`src/hdl/rcsr_pkg.sv`:
```
// Package for the Rice code stream reader: command codes, sequencer states
// and the result bundle of the bit scan unit. No dependencies.
`default_nettype none
package rcsr_pkg;

   localparam int WBITS = 64;

   typedef enum logic [1:0] {
      CMD_LOAD = 2'd0,
      CMD_SEEK = 2'd1,
      CMD_READ = 2'd2,
      CMD_SKIP = 2'd3
   } cmd_type;

   typedef enum logic [3:0] {
      ST_IDLE,
      ST_SEEK,
      ST_RSCAN,
      ST_RFETCH,
      ST_RFIX0,
      ST_RFIX1,
      ST_RFIX2,
      ST_KCNT,
      ST_KFETCH,
      ST_KSEL,
      ST_KADV,
      ST_OUT
   } state_type;

   typedef struct packed {
      logic [5:0]  low_zeros;
      logic [6:0]  ones;
      logic [63:0] cleared;
      logic [63:0] consumed;
      logic [6:0]  consumed_valid;
   } scan_res_type;

endpackage
`default_nettype wire

```
`src/hdl/rcsr_scan_unit.sv`:
```
// Shared bit scan unit: lowest one position, popcount, lowest-one clear and
// window consume. Depends on rcsr_pkg.
`default_nettype none
module rcsr_scan_unit
   import rcsr_pkg::*;
(
   input  wire logic [63:0] window,
   input  wire logic [6:0]  valid_bits,
   output scan_res_type     res
);
   logic [5:0] lz;
   logic [6:0] cnt;
   logic [6:0] used;

   always_comb begin
      lz  = 6'd63;
      cnt = 7'd0;
      for (int i = 63; i >= 0; i--) begin
         if (window[i]) lz = 6'(i);
      end
      for (int i = 0; i < 64; i++) begin
         cnt = cnt + 7'(window[i]);
      end
      used                = 7'(lz) + 7'd1;
      res.low_zeros       = lz;
      res.ones            = cnt;
      res.cleared         = window & (window - 64'd1);
      res.consumed        = (window >> lz) >> 1;
      res.consumed_valid  = (valid_bits >= used) ? valid_bits - used : 7'd0;
   end
endmodule
`default_nettype wire

```
`config.mk`:
```
export PLATFORM = sky130hd
export DESIGN_NAME = rcsr_scan_unit
export DESIGN_NICKNAME = d
export VERILOG_FILES = /design/src/hdl/rcsr_pkg.sv /design/src/hdl/rcsr_scan_unit.sv
export SDC_FILE = /design/constraint.sdc
export NUM_CORES = 1
export LEC_CHECK = 0
export BUFFER_PORTS_ARGS = -buffer_cell sky130_fd_sc_hd__buf_2
export CORE_MARGIN = 5
export CORE_UTILIZATION = 45
export DETAILED_ROUTE_END_ITERATION = 8
export GPL_TIMING_DRIVEN = 0
export PLACE_DENSITY = 0.7
export SLEW_MARGIN = 20
export SYNTH_ARGS = -nofsm -noshare
export SYNTH_HDL_FRONTEND = slang
export SYNTH_SLANG_ARGS = --single-unit
```
`constraint.sdc`:
```
create_clock -name vclk -period 11.57
set_input_delay 0.5785 -clock vclk [all_inputs]
set_output_delay 0.5785 -clock vclk [all_outputs]
set_load 0.005 [all_outputs]
```
==> results.toml, run 1 <==
[layout]
seqCellArea_um2 = 0
num_antenna_cells = 0
drive_gt1_share_pct = 24.2
fin_util_pct = 53.6
clkbuf_count = 0
syn2layout_area_growth_pct = 17.1
seq_cell_count = 0
nFillCells = 1792
final_nets = 1489

[sta]
tns_ns = 0
fin_crit_ns = 7.27
tightest_slew_ns = 1.14
holdWs_ns = 1.52
setup_violations = 0
finalCritPeriodShare_pct = 62.8
slew_headroom_pct = 23.2
rsz0062_at_grt = "no"
fmax_mhz = 138
hold_viol = 0
finalWorstSetupSlack_ns = 4.30
slew_viol_final = 0

[grt]
grt_pass1_wl_um = 60500
grt.total_usage_pct = 38.4
antenna_found_initial = 0
grt_start_max_net_pins = 12
grt_pass1_vias = 9834
grt-ovfl-total = 0

[power]
p_leak_nw = 4.24
p_seq_share_pct = 0
p_sw_share_pct = 51.6
power_frac_comb_pct = 100.0
clock_power_share_pct = 0
switching_power_mw = 1.09
p_per_area_nw_per_um2 = 229
peakVddDrop_uv = 1530
intPower_mw = 1.02

[clocking]
cts.repair.resized = 0
cts_hold_buf = 0
cts_setup_buffers = 0

[hold_path]
min_to = "res[135]"
min_path_type = "in -> out"
hold_start = "window[2]"
min_path_cells = 3

[flow_run]
cap_violations = 0

[placed_design]
pre_cts_ws_ns = 4.31
place_congestion = 1.06
io_buffers = 211
hpwlAfterDp_um = 34300

[die]
design.core.area_um2 = 17200
die-area_um2 = 20300
dieWidth_um = 142
start_util_pct = 45.8
rows = 48
dieHeight_um = 142
pin_count = 219

[yosys]
yosysTopAreaCellShare_pct = 13.9
synth_warnings = 0
syn-instance-count = 1123
syn_area_um2 = 7900
synth_top_cell_by_area = "fa_1"
syn-mean-instance-area_um2 = 7.03
synth_cell_types = 87
synth-seq-area-share_pct = 0
synthTopCellsByArea = "fa_1 14%, mux2i_1 12%, nor2_1 5.9%"

[run_status]
status = "complete, no violations"

[critical_path]
cp.required_ns = 10.99
path_class = "in -> out"
cp.arrival_ns = 6.69
crit_fanout = 8
end_kind = "output pin"
start_kind = "input pin"

[drt]
routed_wl_um = 41000
drc = 0
ant_nets = 0
dr.first_iter.drc_count = 1265
first_pass_iters = 6
post_drt_via_cell_ratio = 6.61
vias = 10300
post_drt_wl_per_cell_um = 26.3
-- layout by cell type, fill, tap and decap left out, types with 6 or more instances in the layout --
| master | synthesis | final |
|---|---|---|
| o21a_1 | 8 | 8 |
| a21o_1 | 9 | 9 |
| a211oi_1 | 12 | 12 |
| nand3_1 | 16 | 16 |
| nor4_1 | 12 | 12 |
| nand4_1 | 7 | 7 |
| o21ai_0 | 54 | 54 |
| mux2_2 | 31 | 31 |
| buf_2 | 25 | 237 |
| ha_1 | 25 | 25 |
| o22ai_1 | 11 | 11 |
| a22o_1 | 9 | 9 |
| buf_4 | 9 | 9 |
| mux2i_1 | 98 | 98 |
| o22a_1 | 7 | 7 |
| nor3_1 | 26 | 26 |
| a31oi_1 | 17 | 17 |
| o221ai_1 | 13 | 13 |
| o21bai_1 | 8 | 8 |
| and2_1 | 15 | 15 |
| a22oi_1 | 14 | 14 |
| and3_1 | 9 | 9 |
| buf_1 | 9 | 9 |
| o211ai_1 | 11 | 11 |
| inv_1 | 112 | 112 |
| a21oi_1 | 86 | 86 |
| nand2_1 | 102 | 102 |
| or4_1 | 6 | 6 |
| xnor2_1 | 10 | 10 |
| clkbuf_1 | 32 | 32 |
| o21ai_1 | 6 | 6 |
| a221oi_1 | 8 | 8 |
| o31a_1 | 7 | 7 |
| fa_1 | 55 | 55 |
| nor2_1 | 125 | 124 |
| or3_1 | 7 | 7 |
-- cell families after synthesis --
group,count (synthesis),share of synthesized area [%]
and+or+nand+nor,357,21.7
muxes,131,17.4
xor gates and xnor gates,12,1.33
other,1,0.0475
buffers and inverters,197,11.1
adders and majority gates,80,17.9
AOI/OAI and AO/OA,345,30.5
-- cells in the mapped netlist, types with 6 or more instances --
| cell | n |
|---|---|
| buf_4 | 9 |
| a21o_1 | 9 |
| inv_1 | 112 |
| o211ai_1 | 11 |
| ha_1 | 25 |
| nor4_1 | 12 |
| a21oi_1 | 86 |
| o22a_1 | 7 |
| o21bai_1 | 8 |
| a221oi_1 | 8 |
| a31oi_1 | 17 |
| or3_1 | 7 |
| xnor2_1 | 10 |
| a22o_1 | 9 |
| o221ai_1 | 13 |
| nor3_1 | 26 |
| buf_1 | 9 |
| nand3_1 | 16 |
| o21ai_0 | 54 |
| mux2i_1 | 98 |
| o31a_1 | 7 |
| nand2_1 | 102 |
| o21a_1 | 8 |
| nand4_1 | 7 |
| and2_1 | 15 |
| mux2_2 | 31 |
| a211oi_1 | 12 |
| o21ai_1 | 6 |
| o22ai_1 | 11 |
| buf_2 | 25 |
| or4_1 | 6 |
| a22oi_1 | 14 |
| nor2_1 | 125 |
| fa_1 | 55 |
| clkbuf_1 | 32 |
| and3_1 | 9 |
-- final cells by class --
cell class	instances	area, um2	area share, %
Multi-Input combinational cell	927	7030	76.0
Timing Repair Buffer	212	1060	11.5
Inverter	116	443	4.79
Buffer	81	432	4.67
Tap cell	225	282	3.05
-- metrics by stage --
| step | power (mW) | area, um2 | cells |
|---|---|---|---|
| global route | 2.41 | 9240 | 1561 |
| CTS | 2.15 | 9240 | 1561 |
| floorplan | 1.46 | 7900 | 1124 |
| global placement | 2.11 | 9240 | 1560 |
| finish | 2.12 | 9240 | 1561 |
| detailed placement | 2.13 | 9240 | 1561 |
-- worst max-delay path, cell delays in order --
cell      delay (ns)
clkbuf_1        0.37
inv_1           0.18
fa_1            0.57
fa_1            0.52
inv_1           0.10
fa_1            0.50
inv_1           0.05
fa_1            0.47
inv_1           0.05
fa_1            0.48
inv_1           0.05
fa_1            0.38
fa_1            0.50
fa_1            0.60
inv_1           0.06
ha_1            0.28
a21o_1          0.18
a21oi_1         0.21
o21bai_1        0.09
a21oi_1         0.20
xnor2_1         0.14
buf_2           0.13
-- power groups by stage --
stage / clock network [mW] / logic [mW] / registers, mW
6_report: 0 / 2.12 / 0
5_1_grt: 0 / 2.41 / 0
4_1_cts: 0 / 2.15 / 0
3_5_place_dp: 0 / 2.13 / 0
3_3_place_gp: 0 / 2.11 / 0
2_1_floorplan: 0 / 1.46 / 0
-- how the worst max path moves through the flow --
stage,from,end,slack [ns],depth (start not counted)
6_report,window[59],res[140],4.30,22
3_3_place_gp,window[59],res[140],4.41,22
5_1_grt,window[59],res[140],4.06,22
2_1_floorplan,window[59],res[140],5.02,21
3_5_place_dp,window[59],res[140],4.31,22
4_1_cts,window[59],res[140],4.29,22
-- metal layers --
metal	track usage (%)	wire length (um)	part of all wire (%)	vias to the layer above
met4	21.6	2970	7.2	0
met3	5.17	4050	9.9	157
met5	0	0	0	-
li1	-	-	-	4495
met2	61.1	17900	44	776
met1	50.2	16100	39	4892
Note: power is estimated with default switching activity, not from simulation.
==> run 2, diff against run 1 <==
- PLACE_DENSITY: 0.7 -> 0.73
- clock period: 11.57 -> 6.1 ns (I/O delays scaled with it)
==> results.toml, run 2 (synthesis gave the netlist of run 1 again) <==
[run_status]
status = "finished, violations left"
violations = "negative setup slack"

[layout]
seq_cell_count = 0
clkbuf_count = 0
drive_gt1_share_pct = 25.7
seqCellArea_um2 = 0
layout_commonest_cell = "buf_2"
fin_util_pct = 54.4
multiInputGateArea_um2 = 7070
post_layout_nonfiller_instances = 1561
syn2layout_area_growth_pct = 18.7
nFillCells = 1790
mostFrequentLayoutCells = "226 x buf_2, 124 x nor2_1, 102 x inv_1, 102 x nand2_1, 98 x mux2i_1"
final_nets = 1489
fin_area_um2 = 9370
num_antenna_cells = 0

[sta]
rsz0062_at_grt = "yes"
hold_viol = 0
tightest_slew_ns = 1.06
slew_headroom_pct = 29.5
fmax_mhz = 163
slew_viol_final = 0
setup_violations = 3
finalWorstSetupSlack_ns = -0.0404
fin_crit_ns = 6.14
finalCritPeriodShare_pct = 101

[drt]
post_drt_via_cell_ratio = 6.64
first_pass_iters = 6
post_drt_wl_per_cell_um = 26.5
routed_wl_um = 41400
drc = 0
ant_nets = 0
vias = 10400
dr.first_iter.drc_count = 1240

[critical_path]
crit_buf_inv = 8
cp.arrival_ns = 5.84
start_kind = "input pin"
critPathSlowestCell = "fa_1"
crit_fanout = 9
slowest_delay_ns = 0.57
path_class = "in -> out"
cp_common_cell = "fa_1"
end_kind = "output pin"
cp.required_ns = 5.79
cp_top_family = "adder cells"
path_cells = "buf_12, fa_1, inv_2, fa_1, fa_1, inv_2, fa_1, inv_1, fa_1, fa_1, fa_1, fa_1, inv_2, ha_4, inv_2, fa_2, inv_1, a21oi_1, o21bai_1, a21o_1, a21o_1, buf_2"

[grt]
grtUsageMet2_pct = 62.6
grt-ovfl-total = 0
top_usage_layer = "met2"
use_met1_pct = 50.3
grt.total_usage_pct = 38.8
grt_pass1_wl_um = 61000
grt_start_max_net_pins = 13
grt_pass1_vias = 10000
antenna_found_initial = 0
met3_usage_pct = 5.81

[placed_design]
pre_cts_ws_ns = -0.563
dp.cells = 1560
dpl_cell_area_um2 = 9240
hpwlAfterDp_um = 34500
io_buffers = 211
place_congestion = 1.02

[clocking]
cts_hold_buf = 0

[power]
intPower_mw = 2.12
power_frac_comb_pct = 100.0
clock_power_share_pct = 0
p_leak_nw = 4.26
switching_power_mw = 2.24
finalPower_mw = 4.36
p_sw_share_pct = 51.4
p_per_area_nw_per_um2 = 465
p_seq_share_pct = 0
peakVddDrop_uv = 3030

[die]
start_util_pct = 45.8
pin_count = 219
design.core.area_um2 = 17200
die-area_um2 = 20300
rows = 48
dieWidth_um = 142
dieHeight_um = 142

[hold_path]
min_path_type = "in -> out"
min_path_cells = 4
min_to = "res[124]"
hold_start = "window[53]"

[flow_run]
cap_violations = 0
==> run 2: cell count changes in the layout (fill, tap and decap cells not counted), moves of 2 or more <==
cell       change
buf_12         +2
a2111oi_2      +2
clkbuf_1       -2
buf_2         -11
buf_6          +3
a21oi_1        -2
fa_2           +3
a2111oi_0      -2
fa_1           -3
inv_1         -10
buf_4          +6
inv_4          +3
inv_2          +7
a21oi_2        +2
==> run 2: what timing repair did <==
item,4_1_cts,5_1_grt
setup endpoints to repair,13,10
pin swaps,12,1
resized for setup,30,16
buffers inserted,2,0
==> run 2: metrics by stage <==
stage | setup TNS [ns] | hold WS [ns]
final | -0.0866 | 0.931
after global routing | -0.643 | 0.936
after CTS | -0.157 | 0.932
after detailed placement | -2.48 | 0.972
after global placement | -1.95 | 0.952
after floorplan | 0 | 0.677
==> run 2: worst max-delay path by stage <==
stage | end | start | cells after the start | slack [ns]
detailed placement | res[140] | window[59] | 22 | -0.56
global route | res[140] | window[17] | 20 | -0.24
CTS | res[141] | window[45] | 22 | -0.07
global placement | res[140] | window[59] | 22 | -0.56
floorplan | res[140] | window[59] | 21 | 0.1
finish | res[141] | window[43] | 22 | -0.04
==> run 2: metal layers <==
metal | up-vias | routed length [um]
li1 | 4509 | -
met1 | 4819 | 16100
met2 | 862 | 18100
met3 | 169 | 4360
met4 | 0 | 2830
met5 | - | 0
==> run 2: power by group through the flow <==
stage	Combinational (mW)	Clock [mW]	Sequential (mW)
after CTS	4.40	0	0
after floorplan	2.76	0	0
after detailed placement	4.13	0	0
after global placement	4.05	0	0
final	4.36	0	0
after global routing	4.88	0	0
==> run 2: cell type report <==
cell class / count / area share [%]
timing repair buffer: 213 / 12.1
inverter: 116 / 4.81
tap: 225 / 3.00
multi-input combinational: 927 / 75.4
buffer: 80 / 4.69
==> run 3, diff against run 2 <==
- ABC_AREA: default -> 1
- GPL_TIMING_DRIVEN: 0 -> default
==> results.toml, run 3 <==
[sta]
setup_violations = 9
slew_viol_final = 0
fmax_mhz = 159
fin_crit_ns = 6.27
holdWs_ns = 0.911
finalWorstSetupSlack_ns = -0.175
rsz0062_at_grt = "yes"
finalCritPeriodShare_pct = 103
tightest_slew_ns = 1.09
slew_headroom_pct = 27.0
hold_viol = 0

[layout]
final_nets = 1960
syn2layout_area_growth_pct = 24.0
clkbuf_count = 0
mostFrequentLayoutCells = "493 x nand3_1, 372 x nand2_1, 228 x inv_1, 213 x buf_2, 160 x nor2_1"
fin_area_um2 = 9930
seqCellArea_um2 = 0
seq_cell_count = 0
layout_commonest_cell = "nand3_1"
nFillCells = 1835
drive_gt1_share_pct = 20.4

[grt]
met3_usage_pct = 6.66
top_usage_layer = "met2"
grtUsageMet2_pct = 55.9
grt.total_usage_pct = 33.0
antenna_found_initial = 0
grt_pass1_vias = 10700
use_met1_pct = 42.5
grt_start_max_net_pins = 72
grt_pass1_wl_um = 55300
grt-ovfl-total = 0

[critical_path]
end_kind = "output pin"
start_kind = "input pin"
slowest_delay_ns = 0.55
critPathLaunch = "window[61]"
endpoint = "res[141]"
crit_fanout = 3
critPathSlowestCell = "fa_2"
cp.required_ns = 5.79
path_cells = "buf_6, inv_4, buf_4, fa_1, fa_2, inv_2, fa_1, inv_2, fa_2, inv_2, fa_1, inv_2, fa_2, fa_2, fa_1, inv_1, ha_2, inv_2, fa_2, o21ai_2, a21oi_1, o21bai_1, buf_2"
path_class = "in -> out"
cp.arrival_ns = 5.97

[die]
start_util_pct = 46.2
rows = 48
dieHeight_um = 143
die-area_um2 = 20600
dieWidth_um = 143
design.core.area_um2 = 17400
pin_count = 219

[run_status]
violations = "negative setup slack"
status = "finished, violations left"

[drt]
vias = 11600
post_drt_wl_per_cell_um = 17.5
dr.first_iter.drc_count = 1473
ant_nets = 0
drc = 0
post_drt_via_cell_ratio = 5.71
routed_wl_um = 35600
first_pass_iters = 7

[placed_design]
io_buffers = 217
place_congestion = 1.00
pre_cts_ws_ns = -0.332
dpl_cell_area_um2 = 9570
hpwlAfterDp_um = 27800

[yosys]
synthTopCellsByArea = "nand3_1 31%, nand2_1 18%, fa_1 14%"
syn_area_um2 = 8010
synthTopCellsByCount = "495 x nand3_1, 378 x nand2_1, 245 x inv_1"
synth_top_cell_by_area = "nand3_1"
syn-mean-instance-area_um2 = 5.07
synth-seq-area-share_pct = 0
yosysMostFrequentCell = "nand3_1"
synth_warnings = 0
syn-instance-count = 1580
yosysTopAreaCellShare_pct = 30.9
synth_cell_types = 34

[power]
p_leak_nw = 5.61
p_sw_share_pct = 51.3
p_seq_share_pct = 0
intPower_mw = 2.55
p_per_area_nw_per_um2 = 528
finalPower_mw = 5.24
switching_power_mw = 2.69
peakVddDrop_uv = 2600
power_frac_comb_pct = 100.0
clock_power_share_pct = 0

[hold_path]
min_path_type = "in -> out"

[flow_run]
cap_violations = 0
[run 3: cell types whose count changed after synthesis, sizes merged, moves of 14 or more]
cell,before,now
mux2i,98,0
a21oi,88,24
inv,116,249
o221ai,14,0
nor2,126,164
nand2,104,380
mux2,31,0
clkbuf,32,47
a211oi,15,1
a22oi,15,0
o21ai,62,20
nand3,16,495
and2,15,0
[run 3: metrics by stage]
| stage | setup TNS (ns) | instances | util, % |
|---|---|---|---|
| floorplan | 0 | 1581 | - |
| detailed placement | -1.02 | 2010 | 55.1 |
| global placement | -0.333 | 2010 | 55.1 |
| CTS | -0.0170 | 2026 | 56.2 |
| finish | -0.590 | 2033 | 57.2 |
| global route | -13.40 | 2032 | 57.2 |
[run 3: cell type report]
cell class	instances	area (um2)	area share [%]
diodes	1	2.50	0.0252
repair buffers	309	1820	18.3
well taps	225	282	2.83
multi-input cells	1246	6880	69.2
inverters	252	955	9.61
[run 3: how the worst min path moves through the flow]
stage,start,endpoint,slack [ns],cells past startpoint
after detailed placement,window[20],res[91],0.92,4
after CTS,window[20],res[91],0.92,4
after global routing,window[20],res[91],0.93,4
final,window[20],res[91],0.91,4
after global placement,window[20],res[91],0.91,4
after floorplan,window[6],res[77],0.69,2
[run 3: cell families after synthesis]
group / share of synthesized area, %
other: 0.0468
XOR/XNOR: 0.984
AND/OR/NAND/NOR: 60.1
adder cells (fa/ha/maj): 17.6
buffers and inverters: 16.5
AO/OA/AOI/OAI: 4.72
[run 3: worst max-delay path: cells and delay by family]
family,cells,cell delay [ns]
compound gates,3,0.37
buf+inv,10,0.65
fa+ha+maj,10,4.61
[run 3: power groups by stage]
stage | clock network (mW) | logic (mW) | registers (mW)
final | 0.0000000150 | 5.24 | 0
after global routing | 0 | 5.88 | 0
after CTS | 0 | 4.89 | 0
after detailed placement | 0 | 4.64 | 0
after global placement | 0 | 4.54 | 0
after floorplan | 0 | 2.73 | 0
[run 3: per-layer routing]
layer,vias up,part of all wire (%)
li1,5567,-
met1,5249,39
met2,672,47
met3,115,10
met4,0,4.2
met5,-,0
[run 3: timing repair]
| item | 4_1_cts | 5_1_grt |
|---|---|---|
| hold buffers | 0 | 0 |
| buffers inserted | 16 | 7 |
| pin swaps | 15 | 37 |
| endpoints found under the setup margin | 10 | 74 |
| endpoints found under the hold margin | 0 | 0 |
| resized for setup | 22 | 43 |
